<file path="config.mk">
export PLATFORM = sky130hd
export DESIGN_NAME = cglp_ram
export DESIGN_NICKNAME = d
export VERILOG_FILES = /design/src/design/clamped_gauss_line_pass_unit_macros.svh /design/src/design/cglp_ram.sv
export SDC_FILE = /design/constraint.sdc
export NUM_CORES = 2
export LEC_CHECK = 0
export BUFFER_PORTS_ARGS = -buffer_cell sky130_fd_sc_hd__buf_2
export CORE_AREA = 2 2 483 485
export DETAILED_ROUTE_END_ITERATION = 8
export DIE_AREA = 0 0 485 487
export GPL_ROUTABILITY_DRIVEN = 0
export PLACE_DENSITY_LB_ADDON = 0.2
export SYNTH_ARGS = -nofsm -noshare
export SYNTH_HDL_FRONTEND = slang
export SYNTH_SLANG_ARGS = --single-unit
</file>
<file path="constraint.sdc">
create_clock -name clock -period 4.2 [get_ports clock]
set_input_delay 0.42 -clock clock [delete_from_list [all_inputs] [get_ports clock]]
set_output_delay 0.42 -clock clock [all_outputs]
set_load 0.02 [all_outputs]
</file>
<file path="src/design/clamped_gauss_line_pass_unit_macros.svh">
// Assertion macros shared by the blur line pass modules.
// Depends on a clock named clock and a synchronous reset named reset in the user module.
`ifndef CLAMPED_GAUSS_LINE_PASS_UNIT_MACROS_SVH
`define CLAMPED_GAUSS_LINE_PASS_UNIT_MACROS_SVH

`ifndef ASSERT_OFF
`define CGLP_ASSERT(label, prop, msg) \
   label: assert property (@(posedge clock) disable iff (reset) prop) else $error(msg);
`define CGLP_ASSERT_NEVER(label, expr, msg) \
   label: assert property (@(posedge clock) disable iff (reset) !(expr)) else $error(msg);
`else
`define CGLP_ASSERT(label, prop, msg)
`define CGLP_ASSERT_NEVER(label, expr, msg)
`endif

`endif

</file>
<file path="src/design/cglp_ram.sv">
// Generic single-port-write, single-port-read RAM with registered read data.
// No dependencies.
`timescale 1ns / 1ps

module cglp_ram #(
   parameter int WIDTH = 32,
   parameter int DEPTH = 63
) (
   input  logic                     clock,
   input  logic                     we,
   input  logic [$clog2(DEPTH)-1:0] waddr,
   input  logic [WIDTH-1:0]         wdata,
   input  logic [$clog2(DEPTH)-1:0] raddr,
   output logic [WIDTH-1:0]         rdata
);

   logic [WIDTH-1:0] mem [DEPTH];
   logic [WIDTH-1:0] rdata_ff;

   always_ff @(posedge clock) begin
      if (we) begin
         mem[waddr] <= wdata;
      end
      rdata_ff <= mem[raddr];
   end

   assign rdata = rdata_ff;

endmodule

</file>
==> results.py <==
metrics = {
    "run_status": {
        "status": "complete, no violations",
    },
    "synthesis": {
        "synthAdderAreaFrac_pct": 0,
        "synth_compound_area_share_pct": 3.60,
        "muxShareOfSynthArea_pct": 15.0,
        "synth_nets": 3629,
        "synth_top_area_share_pct": 77.4,
        "synth.area.top_cells": "edfxtp_1 (77%), mux4_2 (12%), mux2i_1 (2.9%)",
        "yosys_register_bits": 2048,
        "synth-xor-area-share_pct": 0,
        "syn_inst": 3583,
        "synth_top_family_by_area": "multiplexers",
        "netlist_area_sq_um": 78200,
        "synth_common_cells": "edfxtp_1 (2016), mux4_2 (406), mux2i_1 (224)",
        "yosys.cell_types.count": 53,
        "yosysTopAreaCell": "edfxtp_1",
        "synth_edf_count": 2016,
        "synth_seq_area_share_pct": 78.2,
        "synthArstFlopShare_pct": 0,
        "syn_avg_cell_area_sq_um": 21.8,
        "yosysMostFrequentCell": "edfxtp_1",
        "yosys_warnings": 0,
        "yosys_most_used_dff": "edfxtp_1",
        "synthSimpleGateAreaFrac_pct": 1.52,
    },
    "timing": {
        "relSlewSlack_pct": 14.1,
        "post-route-period-util_pct": 61.3,
        "hold_viol_final": 0,
        "worst_pin_slew_ns": 1.29,
        "clock_skew_ns": 0.0353,
        "fin_setup_tns_ns": 0,
        "fmax_ghz": 0.389,
        "maxSlewViolCount": 0,
        "period_needed_ns": 2.57,
        "rsz0062_at_grt": "false",
        "setup_violations": 0,
    },
    "clock_tree": {
        "clockBufferDepth": 3,
        "cts_setup_buffers": 0,
        "root_buffer": "clkbuf_16",
        "cts_max_level": 4,
        "cts_buffers": 215,
        "insertion_delay_ns": 0.83,
        "clk_pin_slew_ns": 0.06,
        "cts_tree": "done",
        "cts_resized": 0,
        "clock_sinks": 2048,
    },
    "die": {
        "boundaryPins": 78,
        "rows": 177,
        "start_util_pct": 33.8,
        "fp.dieH_um": 487,
        "die-area_sq_um": 236000,
        "die_w_um": 485,
        "core_sq_um": 231000,
    },
    "layout": {
        "multiInputGateArea_sq_um": 16300,
        "drive_gt1_share_pct": 27.6,
        "final_core_util_pct": 39.2,
        "seq_area_sq_um": 61200,
        "layout.nets": 3934,
        "area_growth_pct": 15.9,
        "nFillCells": 20500,
    },
    "critical_path": {
        "r2r_cells": 4,
        "r2r-start": "mem[55][0]",
        "crit_path_start_kind": "input port",
        "r2r_slack_ns": 1.91,
        "crit_fanout": 62,
        "critPathKind": "in2reg",
        "end_kind": "flip-flop",
        "required_ns": 4.86,
        "critPathArrivalTime_ns": 3.23,
        "reg2reg_to": "rdata[0]",
    },
    "route": {
        "vias": 38400,
        "postRouteAntennaNets": 0,
        "first_pass_iters": 6,
        "viasPerCell": 5.39,
        "wl_per_cell_um": 32.3,
        "drc_errors": 0,
        "drt-total-wl_um": 230000,
        "drt_iter0_drc": 4014,
    },
    "placement": {
        "io_buffers": 77,
        "hpwl_um": 132000,
    },
    "global_routing": {
        "grt_overflow": 0,
        "antenna_found_initial": 20,
        "grt_usage_pct": 19.3,
        "grt_pass1_vias": 39600,
        "grt_start_max_net_pins": 97,
        "grt_pass1_wl_um": 319000,
    },
    "job": {
        "maxCapViolCount": 0,
    },
    "hold_path": {
        "worstHoldEndpoint": "mem[3][6]",
        "worst_hold_path_type": "in2reg",
        "min_path_cells": 1,
        "hp-start": "wdata[6]",
    },
    "pwr": {
        "p_per_area_nw_per_um2": 482,
        "leakage_nw": 28.7,
        "max-vdd-ir-drop_uv": 431,
    },
}
routing by layer:
metal | vias up | wire length (um) | global-route usage (%)
met5 | - | 69 | 0
met1 | 21000 | 97300 | 26.2
met2 | 1317 | 110000 | 31.1
met4 | 14 | 7150 | 6.07
li1 | 15800 | - | -
met3 | 337 | 15800 | 4.28
report_power, final:
part	leakage [nW]	internal (mW)	switching, mW	total (mW)
Sequential	18.4	22.6	0.118	22.8
Combinational	6.86	0.799	1.55	2.35
Clock	3.39	10.7	7.88	18.6
Total	28.7	34.2	9.55	43.7
layout by cell type, fill, tap and decap left out, drive strengths merged, types with 3 or more instances in the layout:
| cell | count |
|---|---|
| clkinv | 85 |
| a31oi | 6 |
| a211oi | 33 |
| nand3b | 3 |
| o211a | 3 |
| o22a | 11 |
| o32a | 3 |
| nand2 | 75 |
| inv | 10 |
| edfxtp | 2016 |
| nor2b | 28 |
| o221ai | 62 |
| and3 | 6 |
| a21oi | 76 |
| nor3 | 16 |
| buf | 295 |
| a2bb2oi | 14 |
| and2 | 3 |
| dfxtp | 32 |
| o211ai | 6 |
| mux4 | 406 |
| nand2b | 13 |
| mux2i | 224 |
| a221oi | 16 |
| a22o | 10 |
| nand3 | 20 |
| a32oi | 4 |
| o21ai | 57 |
| a22oi | 20 |
| nor2 | 88 |
| a211o | 24 |
| bufinv | 15 |
| diode | 5 |
| clkinvlp | 4 |
| clkbuf | 292 |
| o22ai | 43 |
| mux2 | 32 |
cells by family (layout without fill, tap and decap cells):
group                  Yosys count  after routing
other                            0              5
and+or+nand+nor                261            261
buffers and inverters          212            702
AOI/OAI and AO/OA              400            400
muxes                          662            662
DFF                           2048           2048
metrics by stage:
stage / area [sq um] / setup slack [ns] / instances / power (mW) / hold slack, ns
finish: 90600 / 1.63 / 7121 / 43.7 / 0.164
global route: 90600 / 1.50 / 7117 / 45.0 / 0.149
CTS: 90600 / 1.61 / 7116 / 44.2 / 0.112
detailed placement: 83700 / 0.727 / 6713 / 25.6 / 0.813
global placement: 83700 / 0.647 / 6713 / 25.6 / 0.817
floorplan: 78200 / 0.473 / 3583 / 24.3 / 0.519
cell type report:
| cell class | instances | share of cell area, % |
|---|---|---|
| Sequential cell | 2048 | 67.5 |
| Tap cell | 3043 | 4.20 |
| Multi-Input combinational cell | 1323 | 17.9 |
| Clock inverter | 110 | 1.08 |
| Inverter | 4 | 0.0179 |
| Timing Repair Buffer | 296 | 2.75 |
| Clock buffer | 292 | 6.51 |
| Antenna cell | 5 | 0.0138 |
critical path, stage by stage:
cell and delay [ns]:
buf_8 0.45, buf_12 0.45, mux4_2 0.59, a22o_1 0.27, o21ai_0 0.72, a21oi_1 0.14
timing repair:
action | in CTS | in global routing
hold endpoints to repair | 16 | 0
hold buffers | 1 | 0
setup endpoints to repair | 0 | 0
flip-flops by register name (all words and copies together) (netlist names):
register,cells
mem,2016
rdata,32
how the worst max path moves through the flow:
| stage | from | to | cells after the start |
|---|---|---|---|
| global route | raddr[0] | rdata[0] | 6 |
| detailed placement | raddr[0] | rdata[5] | 6 |
| floorplan | waddr[4] | mem[32][0] | 4 |
| finish | raddr[0] | rdata[5] | 6 |
| CTS | raddr[0] | rdata[5] | 6 |
| global placement | raddr[0] | rdata[0] | 6 |
Power figures use the tool's default switching activity.
