===== config.mk =====
export PLATFORM = sky130hd
export DESIGN_NAME = cglp_mac
export DESIGN_NICKNAME = d
export VERILOG_FILES = /design/src/design/cglp_pkg.sv /design/src/design/cglp_mac.sv
export VERILOG_INCLUDE_DIRS = /design/src /design/src/design
export SDC_FILE = /design/constraint.sdc
export NUM_CORES = 2
export LEC_CHECK = 0
export ABC_AREA = 1
export BUFFER_PORTS_ARGS = -buffer_cell sky130_fd_sc_hd__buf_4
export CAP_MARGIN = 40
export CORE_UTILIZATION = 42
export CTS_CLUSTER_SIZE = 12
export DETAILED_ROUTE_END_ITERATION = 10
export SYNTH_ARGS = -nofsm -noshare
export SYNTH_HDL_FRONTEND = slang
export SYNTH_SLANG_ARGS = --single-unit
export TNS_END_PERCENT = 20

===== constraint.sdc =====
create_clock -name clock -period 7.05 [get_ports clock]
set_input_delay 0.705 -clock clock [delete_from_list [all_inputs] [get_ports clock]]
set_output_delay 0.705 -clock clock [all_outputs]
set_load 0.02 [all_outputs]

===== src/design/clamped_gauss_line_pass_unit_macros.svh =====
// Assertion macros shared by the blur line pass modules.
// Depends on a clock named clock and a synchronous reset named reset in the user module.
`ifndef CLAMPED_GAUSS_LINE_PASS_UNIT_MACROS_SVH
`define CLAMPED_GAUSS_LINE_PASS_UNIT_MACROS_SVH

`ifndef ASSERT_OFF
`define CGLP_ASSERT(label, prop, msg) \
   label: assert property (@(posedge clock) disable iff (reset) prop) else $error(msg);
`define CGLP_ASSERT_NEVER(label, expr, msg) \
   label: assert property (@(posedge clock) disable iff (reset) !(expr)) else $error(msg);
`else
`define CGLP_ASSERT(label, prop, msg)
`define CGLP_ASSERT_NEVER(label, expr, msg)
`endif

`endif


===== src/design/cglp_pkg.sv =====
// Types and constants of the blur line pass.
// No dependencies; imported by cglp_seq, cglp_mac and the top module.
`timescale 1ns / 1ps

package cglp_pkg;

   localparam int MAX_RADIUS = 31;
   localparam int TAP_COUNT  = 2 * MAX_RADIUS + 1;
   localparam int ADDR_W     = 6;
   localparam int RAD_W      = 5;
   localparam int COEF_W     = 17;
   localparam int CHAN_W     = 8;
   localparam int CHANNELS   = 4;
   localparam int PIX_W      = CHANNELS * CHAN_W;
   localparam int PROD_W     = CHAN_W + COEF_W;
   localparam int ACC_W      = 31;
   localparam int FRAC_W     = 16;

   localparam logic [ADDR_W-1:0] WIN_LAST = ADDR_W'(TAP_COUNT - 1);

   localparam logic CMD_PIXEL = 1'b0;
   localparam logic CMD_COEF  = 1'b1;

   typedef logic [CHAN_W-1:0] chan_type;
   typedef logic [PIX_W-1:0]  pixel_type;

   typedef struct packed {
      logic tap_valid;
      logic use_first;
      logic clear;
   } mac_ctrl_type;

   typedef struct packed {
      logic emit;
      logic end_of_line;
      logic last_of_run;
   } emit_type;

endpackage


===== src/design/cglp_mac.sv =====
// Shared four-lane multiply-accumulate unit, one tap per cycle, with truncation and saturation.
// Depends on cglp_pkg and the assertion macro header.
`timescale 1ns / 1ps
`include "clamped_gauss_line_pass_unit_macros.svh"

module cglp_mac import cglp_pkg::*; (
   input  logic                          clock,
   input  logic                          reset,
   input  mac_ctrl_type                  mac_ctrl,
   input  pixel_type                     win_rdata,
   input  logic [COEF_W-1:0]             coef_rdata,
   input  pixel_type                     first_pixel,
   output logic                          mac_busy,
   output logic [CHANNELS-1:0][CHAN_W-1:0] result
);

   logic                               v1_ff, v2_ff;
   logic                               use_first1_ff;
   logic [CHANNELS-1:0][PROD_W-1:0]    prod_ff, prod_in;
   logic [CHANNELS-1:0][ACC_W-1:0]     acc_ff, acc_in;
   pixel_type                          px;
   logic [CHANNELS-1:0][ACC_W-FRAC_W-1:0] whole;

   assign px       = use_first1_ff ? first_pixel : win_rdata;
   assign mac_busy = v1_ff || v2_ff;

   always_comb begin
      for (int c = 0; c < CHANNELS; c++) begin
         prod_in[c] = PROD_W'(px[c*CHAN_W +: CHAN_W]) * PROD_W'(coef_rdata);
         if (mac_ctrl.clear) begin
            acc_in[c] = '0;
         end else if (v2_ff) begin
            acc_in[c] = acc_ff[c] + ACC_W'(prod_ff[c]);
         end else begin
            acc_in[c] = acc_ff[c];
         end
         whole[c]  = acc_ff[c][ACC_W-1:FRAC_W];
         result[c] = (|whole[c][ACC_W-FRAC_W-1:CHAN_W]) ? {CHAN_W{1'b1}} : whole[c][CHAN_W-1:0];
      end
   end

   always_ff @(posedge clock) begin
      if (reset) begin
         v1_ff <= 1'b0;
         v2_ff <= 1'b0;
      end else begin
         v1_ff <= mac_ctrl.tap_valid;
         v2_ff <= v1_ff;
      end
   end

   always_ff @(posedge clock) begin
      use_first1_ff <= mac_ctrl.use_first;
      prod_ff       <= prod_in;
      acc_ff        <= acc_in;
   end

   `CGLP_ASSERT(a_v2_follows, v1_ff |=> v2_ff, "product stage lost a tap")
   `CGLP_ASSERT_NEVER(a_clear_collide, mac_ctrl.clear && v2_ff, "accumulator cleared during a tap")
   `CGLP_ASSERT(a_acc_hold, (!v2_ff && !mac_ctrl.clear) |=> $stable(acc_ff), "accumulator moved without a tap")

endmodule


==> results.yml <==
yosys:
  synth_fa_ha_area_frac: 0.328
  synth_compound_area_frac: 0.0685
  synth_top_cell_by_area: "fa_1"
  netlist_area_um2: 32900
  avgSynthCellArea_um2: 6.54
  synthCells: 5035
  yosysUniqueCellTypes: 43
  synth_top_area_frac: 0.221
  synth_edf_count: 0
  async_flop_share: 0
  seq_area_frac_synth: 0.138
  synthSimpleGateAreaFrac: 0.290
  yosysWarnings: 0
  synth.area.top_cells: "fa_1, dfxtp_1, nand2_1, inv_1, ha_1"
  synthMuxAreaShare: 0.000608
  synth_top_family_by_area: "adder cells"
  synth_seq_cells: 227
  ys_top_cells_by_count: "nand2_1, inv_1, nor2_1"
  synth_top_flop_cell: "dfxtp_1"
  synth_xor_area_frac: 0.0317
  synth_nets: 5765
  synth.most_common_cell: "nand2_1"
setup_path:
  cp-start-kind: "register"
  crit_type: "reg -> reg"
  crit_slowest_cell: "dfxtp_2"
  slowest_delay_ns: 0.71
  worstPathRequired_ns: 7.53
  critPathBufInv: 6
  crit_chain: "buf_12 > mux2i_1 > buf_4 > nor2_1 > fa_1 > inv_1 > fa_1 > inv_1 > fa_1 > inv_1 > fa_1 > inv_1 > ha_1 > a21oi_1 > o21ai_1 > nor2_1 > o21ai_2 > nand3_1 > nand2_1 > nand2_1 > nand2_1"
  critPathTopFamily: "adder cells"
  worstPathArrival_ns: 5.84
  cp_max_fo: 36
  setup.worst_path.end_class: "register"
route:
  ant_nets: 0
  via_count: 30300
  first_iter_violations: 2117
  wl_per_cell_um: 15.5
  wirelength_mm: 95.7
  drc: 0
  via_per_inst: 4.91
  dr.pass1.iters: 6
grt:
  grt_max_degree: 73
  antenna_found_initial: 0
  grt_usage: 0.245
  grt_pass1_wl_mm: 155
  grt_pass1_vias: 29400
  grt-ovfl-total: 0
power:
  p_leak_uw: 0.0207
  ir_worst_vdd_mv: 0.291
  power_density_nw_per_um2: 389
finish:
  antenna_cells: 0
  multi_input_area_um2: 23700
  area_growth_syn_to_layout_pct: 9.90
  seq_area_um2: 4550
  stdcell_count: 6181
  fill_cells: 8221
  nets: 5847
  drive_above_1_share: 0.0479
  finish.utilization: 0.467
  fin_area_um2: 36200
timing:
  skew_ns: 0.0373
  slew_violations: 0
  min_period_over_period: 0.761
  fmax_ghz: 0.186
  relSlewSlack: 0.395
  setup_viol: 0
  hold_viol: 0
  worst_pin_slew_ns: 0.906
  setup_ws_ns: 1.69
  layout_min_cycle_time_ns: 5.36
  tns_ns: 0
  rsz0062_at_grt: "false"
placed_design:
  dp.cells: 6124
  place_congestion: 0.928
  placed_cell_area_um2: 35100
  hpwlAfterDp_mm: 77.0
  io_buffer_count: 118
  dp_slack_ns: 1.66
cts:
  htreeDepth: 1
  clockBufferDepth: 3
  cts-buffers-inserted: 31
  clkTransAtPathRegs_ns: 0.07
  cts_tree: "yes"
  cts-root-buf: "clkbuf_16"
  clock_sinks: 227
  clock_latency_ns: 0.61
  hold_buffers: 0
  cts_resized: 0
  cts_setup_buffers: 0
floorplan:
  die_area_um2: 79500
  row_count: 102
  coreArea_um2: 77500
  die_width_um: 282
  fp.dieH_um: 282
  io-pin-count: 119
  start_util: 0.425
hold_path:
  hold_path_class: "in -> reg"
run:
  drv_cap: 0
outcome:
  status: "complete, no violations"
final cells by class:
type / instances / share of cell area
multi-input cells: 3569 / 0.654
flip-flops and latches: 227 / 0.126
inverters: 1110 / 0.115
repair buffers: 178 / 0.0392
well taps: 1040 / 0.0360
clock buffers: 41 / 0.0230
clock inverters: 16 / 0.00657
flip-flops by register name, summed over array words and instances, names as in the netlist:
| signal | flops |
|---|---|
| v2_ff | 1 |
| acc_ff | 124 |
| prod_ff | 100 |
| use_first1_ff | 1 |
| v1_ff | 1 |
final timing paths:
check / from / endpoint / slack [ns] / cells past startpoint
hold / removal: mac_ctrl[1] / use_first1_ff / 0.19 / 1
setup reg to reg: use_first1_ff / prod_ff[18] / 1.69 / 21
setup / recovery: use_first1_ff / prod_ff[18] / 1.69 / 21
hold reg to reg: v1_ff / v2_ff / 0.41 / 2
kinds of logic after synthesis:
logic type / after synthesis
mux: 2
flops: 227
xor+xnor: 119
buf+inv: 1239
fa+ha+maj: 644
simple gates: 2381
compound gates: 423
layer usage:
metal,part of all wire,up-vias,track usage
met3,0.059,108,0.0274
met2,0.45,802,0.400
met1,0.48,14200,0.349
met4,0.017,0,0.0458
li1,-,15200,-
met5,0,-,0
layout by cell type (no fill, tap or decap), types with 12 or more instances in the layout:
master / Yosys / layout
nand2_1: 1184 / 1184
inv_1: 1104 / 1103
nor2_1: 865 / 865
fa_1: 364 / 364
ha_1: 280 / 280
dfxtp_1: 227 / 225
nand3_1: 224 / 224
a21oi_1: 218 / 218
buf_4: 1 / 171
o21ai_0: 111 / 109
xor2_1: 94 / 94
nand4_1: 43 / 43
o21ai_1: 38 / 36
clkbuf_16: 0 / 31
xnor2_1: 25 / 25
nor3_1: 24 / 24
and2_1: 18 / 18
o21bai_1: 15 / 15
a21o_1: 12 / 12
where the power goes:
group | switching [uW] | internal (uW) | leakage (uW)
sequential | 247 | 1720 | 0.00188
combinational | 6710 | 3720 | 0.0183
clock | 660 | 1020 | 0.000518
total | 7620 | 6450 | 0.0207
through the flow:
step	hold slack [ns]	total power [uW]
after floorplan	0.410	9510
after global placement	0.409	12300
after detailed placement	0.414	12400
after CTS	0.166	14100
after global routing	0.177	15600
final	0.190	14100
worst reg2reg max path, delay by kind of cell (launching register included):
kind,cells,cell delay (ns)
adder cells (fa/ha/maj),5,2.39
buffers and inverters,6,0.75
flip-flops,1,0.71
AND/OR/NAND/NOR,6,0.69
AO/OA/AOI/OAI,3,0.49
multiplexers,1,0.22
No activity file was read; power rests on OpenSTA's default activity.
