[config.mk]
export PLATFORM = sky130hd
export DESIGN_NAME = cglp_seq
export DESIGN_NICKNAME = d
export VERILOG_FILES = /design/src/design/cglp_pkg.sv /design/src/design/cglp_seq.sv
export VERILOG_INCLUDE_DIRS = /design/src /design/src/design
export SDC_FILE = /design/constraint.sdc
export NUM_CORES = 1
export LEC_CHECK = 0
export BUFFER_PORTS_ARGS = -buffer_cell sky130_fd_sc_hd__clkbuf_2
export CAP_MARGIN = 30
export CORE_MARGIN = 2
export CORE_UTILIZATION = 63
export CTS_CLUSTER_DIAMETER = 120
export CTS_CLUSTER_SIZE = 12
export DETAILED_ROUTE_END_ITERATION = 12
export GPL_ROUTABILITY_DRIVEN = 0
export PLACE_DENSITY = 0.84
export SKIP_CTS_REPAIR_TIMING = 1
export SYNTH_ARGS = -nofsm -noshare
export SYNTH_HDL_FRONTEND = slang
export SYNTH_SLANG_ARGS = --single-unit
[constraint.sdc]
create_clock -name clock -period 9.7 [get_ports clock]
set_input_delay 1.455 -clock clock [delete_from_list [all_inputs] [get_ports clock]]
set_output_delay 1.455 -clock clock [all_outputs]
set_load 0.01 [all_outputs]
[src/design/clamped_gauss_line_pass_unit_macros.svh]
// Assertion macros shared by the blur line pass modules.
// Depends on a clock named clock and a synchronous reset named reset in the user module.
`ifndef CLAMPED_GAUSS_LINE_PASS_UNIT_MACROS_SVH
`define CLAMPED_GAUSS_LINE_PASS_UNIT_MACROS_SVH

`ifndef ASSERT_OFF
`define CGLP_ASSERT(label, prop, msg) \
   label: assert property (@(posedge clock) disable iff (reset) prop) else $error(msg);
`define CGLP_ASSERT_NEVER(label, expr, msg) \
   label: assert property (@(posedge clock) disable iff (reset) !(expr)) else $error(msg);
`else
`define CGLP_ASSERT(label, prop, msg)
`define CGLP_ASSERT_NEVER(label, expr, msg)
`endif

`endif

[src/design/cglp_pkg.sv]
// Types and constants of the blur line pass.
// No dependencies; imported by cglp_seq, cglp_mac and the top module.
`timescale 1ns / 1ps

package cglp_pkg;

   localparam int MAX_RADIUS = 31;
   localparam int TAP_COUNT  = 2 * MAX_RADIUS + 1;
   localparam int ADDR_W     = 6;
   localparam int RAD_W      = 5;
   localparam int COEF_W     = 17;
   localparam int CHAN_W     = 8;
   localparam int CHANNELS   = 4;
   localparam int PIX_W      = CHANNELS * CHAN_W;
   localparam int PROD_W     = CHAN_W + COEF_W;
   localparam int ACC_W      = 31;
   localparam int FRAC_W     = 16;

   localparam logic [ADDR_W-1:0] WIN_LAST = ADDR_W'(TAP_COUNT - 1);

   localparam logic CMD_PIXEL = 1'b0;
   localparam logic CMD_COEF  = 1'b1;

   typedef logic [CHAN_W-1:0] chan_type;
   typedef logic [PIX_W-1:0]  pixel_type;

   typedef struct packed {
      logic tap_valid;
      logic use_first;
      logic clear;
   } mac_ctrl_type;

   typedef struct packed {
      logic emit;
      logic end_of_line;
      logic last_of_run;
   } emit_type;

endpackage

[src/design/cglp_seq.sv]
// Sequencer of the blur line pass: line position, window pointer, tap loop, window addressing.
// Depends on cglp_pkg and the assertion macro header.
`timescale 1ns / 1ps
`include "clamped_gauss_line_pass_unit_macros.svh"

module cglp_seq import cglp_pkg::*; #(
   parameter int MAX_LINE = 4096
) (
   input  logic              clock,
   input  logic              reset,
   input  logic              req_valid,
   output logic              req_ready,
   input  logic              req_cmd,
   input  logic              req_last_in_line,
   input  logic [ADDR_W-1:0] req_coef_index,
   input  logic [RAD_W-1:0]  radius,
   input  logic              mac_busy,
   input  logic              rsp_free,
   output logic              win_we,
   output logic [ADDR_W-1:0] win_waddr,
   output logic [ADDR_W-1:0] win_raddr,
   output logic              coef_we,
   output logic [ADDR_W-1:0] coef_raddr,
   output logic              first_we,
   output mac_ctrl_type      mac_ctrl,
   output emit_type          emit
);

   localparam int LINE_W = (MAX_LINE > 1) ? $clog2(MAX_LINE) : 1;
   localparam int CMP_W  = (LINE_W > 7) ? LINE_W : 7;
   localparam logic [LINE_W-1:0] LINE_SAT = LINE_W'(MAX_LINE - 1);

   localparam logic [1:0] ST_IDLE  = 2'd0;
   localparam logic [1:0] ST_TAP   = 2'd1;
   localparam logic [1:0] ST_DRAIN = 2'd2;
   localparam logic [1:0] ST_EMIT  = 2'd3;

   logic [1:0]        state_ff, state_in;
   logic [LINE_W-1:0] line_pos_ff, line_pos_in;
   logic [ADDR_W-1:0] wp_ff, wp_in;
   logic [LINE_W-1:0] n_ff, n_in;
   logic [ADDR_W-1:0] slot_ff, slot_in;
   logic              last_ff, last_in;
   logic [RAD_W-1:0]  d_ff, d_in;
   logic [ADDR_W-1:0] tap_ff, tap_in;

   logic              accept;
   logic              pix_acc;
   logic              pos_ge_r;
   logic [ADDR_W-1:0] tap_end;
   logic signed [7:0] back_s;
   logic [6:0]        back_z;
   logic [ADDR_W-1:0] back_c;
   logic [6:0]        slot_diff;
   logic              use_first;

   assign req_ready = (state_ff == ST_IDLE);
   assign accept    = req_valid && req_ready;
   assign pix_acc   = accept && (req_cmd == CMD_PIXEL);
   assign pos_ge_r  = CMP_W'(line_pos_ff) >= CMP_W'(radius);
   assign tap_end   = {radius, 1'b0};

   assign win_we     = pix_acc;
   assign win_waddr  = wp_ff;
   assign coef_we    = accept && (req_cmd == CMD_COEF) && (req_coef_index <= WIN_LAST);
   assign coef_raddr = tap_ff;
   assign first_we   = pix_acc && (line_pos_ff == '0);

   // distance back from the newest pixel, clamped to the line ends
   always_comb begin
      back_s    = $signed({3'b000, d_ff}) + $signed({2'b00, tap_ff}) - $signed({3'b000, radius});
      back_z    = back_s[7] ? 7'd0 : back_s[6:0];
      use_first = CMP_W'(back_z) >= CMP_W'(n_ff);
      back_c    = (back_z > 7'(WIN_LAST)) ? WIN_LAST : back_z[ADDR_W-1:0];
      slot_diff = {1'b0, slot_ff} - {1'b0, back_c};
      win_raddr = slot_diff[6] ? ADDR_W'(slot_diff + 7'(TAP_COUNT)) : slot_diff[ADDR_W-1:0];
   end

   always_comb begin
      state_in    = state_ff;
      line_pos_in = line_pos_ff;
      wp_in       = wp_ff;
      n_in        = n_ff;
      slot_in     = slot_ff;
      last_in     = last_ff;
      d_in        = d_ff;
      tap_in      = tap_ff;
      mac_ctrl    = '0;
      emit        = '0;
      case (state_ff)
         ST_IDLE: begin
            mac_ctrl.clear = 1'b1;
            if (pix_acc) begin
               n_in    = line_pos_ff;
               slot_in = wp_ff;
               last_in = req_last_in_line;
               tap_in  = '0;
               if (req_last_in_line && !pos_ge_r) begin
                  d_in = RAD_W'(line_pos_ff);
               end else begin
                  d_in = radius;
               end
               if (req_last_in_line) begin
                  line_pos_in = '0;
                  wp_in       = '0;
               end else begin
                  if (line_pos_ff < LINE_SAT) begin
                     line_pos_in = line_pos_ff + 1'b1;
                  end
                  wp_in = (wp_ff == WIN_LAST) ? '0 : wp_ff + 1'b1;
               end
               if (req_last_in_line || pos_ge_r) begin
                  state_in = ST_TAP;
               end
            end
         end
         ST_TAP: begin
            mac_ctrl.tap_valid = 1'b1;
            mac_ctrl.use_first = use_first;
            if (tap_ff == tap_end) begin
               state_in = ST_DRAIN;
            end else begin
               tap_in = tap_ff + 1'b1;
            end
         end
         ST_DRAIN: begin
            if (!mac_busy) begin
               state_in = ST_EMIT;
            end
         end
         ST_EMIT: begin
            if (rsp_free) begin
               emit.emit        = 1'b1;
               emit.end_of_line = last_ff && (d_ff == '0);
               emit.last_of_run = !last_ff || (d_ff == '0);
               mac_ctrl.clear   = 1'b1;
               if (last_ff && (d_ff != '0)) begin
                  d_in     = d_ff - 1'b1;
                  tap_in   = '0;
                  state_in = ST_TAP;
               end else begin
                  state_in = ST_IDLE;
               end
            end
         end
         default: begin
            state_in = ST_IDLE;
         end
      endcase
   end

   always_ff @(posedge clock) begin
      if (reset) begin
         state_ff    <= ST_IDLE;
         line_pos_ff <= '0;
         wp_ff       <= '0;
         d_ff        <= '0;
         tap_ff      <= '0;
         last_ff     <= 1'b0;
      end else begin
         state_ff    <= state_in;
         line_pos_ff <= line_pos_in;
         wp_ff       <= wp_in;
         d_ff        <= d_in;
         tap_ff      <= tap_in;
         last_ff     <= last_in;
      end
   end

   always_ff @(posedge clock) begin
      n_ff    <= n_in;
      slot_ff <= slot_in;
   end

   `CGLP_ASSERT(a_tap_bound, (state_ff == ST_TAP) |-> (tap_ff <= tap_end), "tap past kernel end")
   `CGLP_ASSERT(a_tap_to_drain, (state_ff == ST_TAP && tap_ff == tap_end) |=> (state_ff == ST_DRAIN), "no drain after last tap")
   `CGLP_ASSERT_NEVER(a_emit_busy, emit.emit && mac_busy, "result taken while MAC still busy")
   `CGLP_ASSERT(a_d_bound, (state_ff != ST_IDLE) |-> (d_ff <= radius), "output offset beyond radius")

endmodule

==> impl_results.md <==
- CTS Buffer Depth: 2
- #FFs+latches synth: 50
- Ys Warns: 0
- Rows: 27
- Most frequent cells in the layout: inv_1, clkbuf_2, ha_1, nand2_1
- Int Pwr: 0.000434 W
- Initial drt markers: 136
- TritonCTS clock tree: built
- Max Freq: 139 MHz
- Post-Syn Area: 3720 um^2
- Tcrit/Tclk final: 0.744
- Status: finished clean
- Asr flop ratio synth: 0
- First-pass GRT wire length: 13,000 um
- Vias: 3,303
- Fin cells: 539
- Uppermost routed layer: met4
- Layout Nets: 527
- Worst slew margin: 0.480
- Worst path most repeated cell: fa_1
- Post-route cell area: 4110 um^2
- Die Span Y: 80.8 um
- Initial antenna violation count: 0
- Inst Count DP: 531
- CP max-delay cell: fa_1
- Endpoints failing setup: 0
- Grt total ovfl: 0
- WHS: 513 ps
- Crit path buffers/inverters: 4
- Crit-path max cell delay: 550 ps
- Chip Width: 80.8 um
- Critical-path cell list: clkbuf_2 > fa_1 > inv_1 > fa_1 > and3_1 > o21a_1 > o41ai_1 > nor2_1 > a311oi_1 > ha_1 > inv_1 > fa_1 > xnor2_1 > nand4_1 > mux2i_1 > o221ai_1 > nor3_1 > clkbuf_2
- DIE AREA: 6530 um^2
- CP required: 8250 ps
- Worst-path clk slew: 90 ps
- Crit-path leading delay family: adder cells
- Clock Sinks: 50
- Slew Limit Fails: 0
- Drt first pass iters: 5
- Largest net degree at the start of global routing: 25
- Placed Instance Area: 4000 um^2
- Register area share after synthesis: 0.318
- Mapped Nets: 483
- H-tree depth: 2
- Met2 WL: 3730 um
- Register share of total power: 0.348
- Core Box Area: 5610 um^2
- Vias in the first global route: 2,866
- Final Hold Viols: 0
- Clk root buf: clkbuf_8
- Overall routing resource usage: 0.252
- Crit path kind: input pin to output pin
- CP arrival: 5760 ps
- Antenna cell count: 0
- Max-Cap Viols: 0
- Startpoint class of the critical path: input pin
- Unrepaired setup endpoints after global routing: no
- Max IR drop VDD: 114 uV
- Setup TNS: 0 ps
- TritonCTS Buffers: 5
- Share of cells above drive strength 1: 0.131
- Starting Density: 0.663
- Power Density: 175 nW/um^2
- EDFF count, synth: 18
- Wl on met1: 3590 um
- Mapped Cells: 422
- Ports: 46
- Area grow syn2layout: 10.6%
- Distinct cells, synth: 63
- Static Leakage: 1.75 nW
- Net switching power: 0.000285 W
- DRT antenna net count: 0
- Worst skew pair latency: 300 ps
- CP max FO: 5
- Clock share of power: 0.196
- Routed Wire Length: 7930 um
- Sw frac: 0.396
- Worst Clk Skew: 5.60 ps
- HPWL reported at the end of detailed placement: 6180 um
- Period minus WS final: 7210 ps
- Critical Path End Type: output pin
- Ys flop type: dfxtp_1
- Combinational group share of total power: 0.457
- Port-buffer cells: 45
- Most common cell after layout, fill and taps aside: inv_1
- Post-DR vias/cell: 6.13
- Syn avg cell area: 8.81 um^2
- Routed len/inst: 14.7 um
- DRC Markers: 0
- Met3 WL post-DR: 492 um
- Hold Crit Class: flip-flop to flip-flop
- Slew @ Worst Pin: 779 ps
## metal layers
metal  track usage  vias to the layer above
met2         0.407                      137
met3        0.0322                       16
li1              -                     1604
met5             0                        -
met4        0.0797                        0
met1         0.354                     1546
## state kept, by name, summed over array words and instances (netlist names)
register	count
n_ff	12
win_waddr	6
state_ff	2
d_ff	5
line_pos_ff	12
slot_ff	6
coef_raddr	6
last_ff	1
## cell families (layout without fill, tap and decap cells)
family	Yosys count	in the layout	share of synthesized area
AND/OR/NAND/NOR	154	154	0.219
flip-flops	50	50	0.318
adder cells (fa/ha/maj)	43	43	0.157
multiplexers	10	10	0.0269
buffers and inverters	56	101	0.0572
XOR/XNOR	28	28	0.0660
AO/OA/AOI/OAI	81	81	0.157
## synth_stat cells (all sizes together), types with 3 or more instances
library cell	number	share of area
nand3	10	0.013
edfxtp	18	0.15
dfxtp	32	0.17
inv	47	0.047
a31oi	7	0.018
nand3b	4	0.0081
nor3	16	0.022
o21ai	15	0.020
o21a	5	0.010
nand4b	3	0.0071
fa	6	0.032
a211oi	4	0.0081
ha	37	0.12
and2	4	0.0067
mux2i	10	0.027
nor2	32	0.032
nand4	9	0.015
nand2b	5	0.0084
nand2	35	0.036
xor2	10	0.024
nor4	8	0.015
xnor2	18	0.042
a21oi	17	0.023
and3	6	0.010
nor2b	4	0.0067
clkbuf	6	0.0061
and4	3	0.0071
a21o	5	0.010
nor3b	5	0.010
## stage by stage
step           power (W)  utilization  worst slack, ps
2_1_floorplan   0.000493            -             3010
3_3_place_gp    0.000565        0.713             2680
3_5_place_dp    0.000577        0.713             2560
4_1_cts         0.000717        0.733             2550
5_1_grt         0.000770        0.733             2210
6_report        0.000719        0.733             2490
## tightest hold or removal path, delay by kind of cell (launching register included)
kind,cells,cell delay [ps]
muxes,1,60
and+or+nand+nor,1,60
DFF,1,350
## path summary, 6_finish.rpt
kind,from,to,slack [ps],cells past startpoint
min,state_ff[1],state_ff[1],510,2
min reg2reg,state_ff[1],state_ff[1],510,2
max reg2reg,state_ff[0],line_pos_ff[9],6900,7
max,radius[1],win_raddr[5],2490,18
## power groups by stage
stage / logic (W) / registers (W) / clock network (W)
after CTS: 0.000325 / 0.000249 / 0.000143
after detailed placement: 0.000323 / 0.000254 / 0
after global routing: 0.000368 / 0.000252 / 0.000150
after floorplan: 0.000242 / 0.000251 / 0
after global placement: 0.000312 / 0.000254 / 0
final: 0.000328 / 0.000250 / 0.000141
## layout make-up
| type | count | area, um^2 |
|---|---|---|
| flip-flops and latches | 50 | 1180 |
| multi-input cells | 316 | 2320 |
| well taps | 72 | 90.1 |
| fillers | 424 | 1500 |
| repair buffers | 45 | 225 |
| clock buffers | 6 | 93.8 |
| clock inverters | 2 | 17.5 |
| inverters | 48 | 180 |
Note: power is estimated with default switching activity, not from simulation.
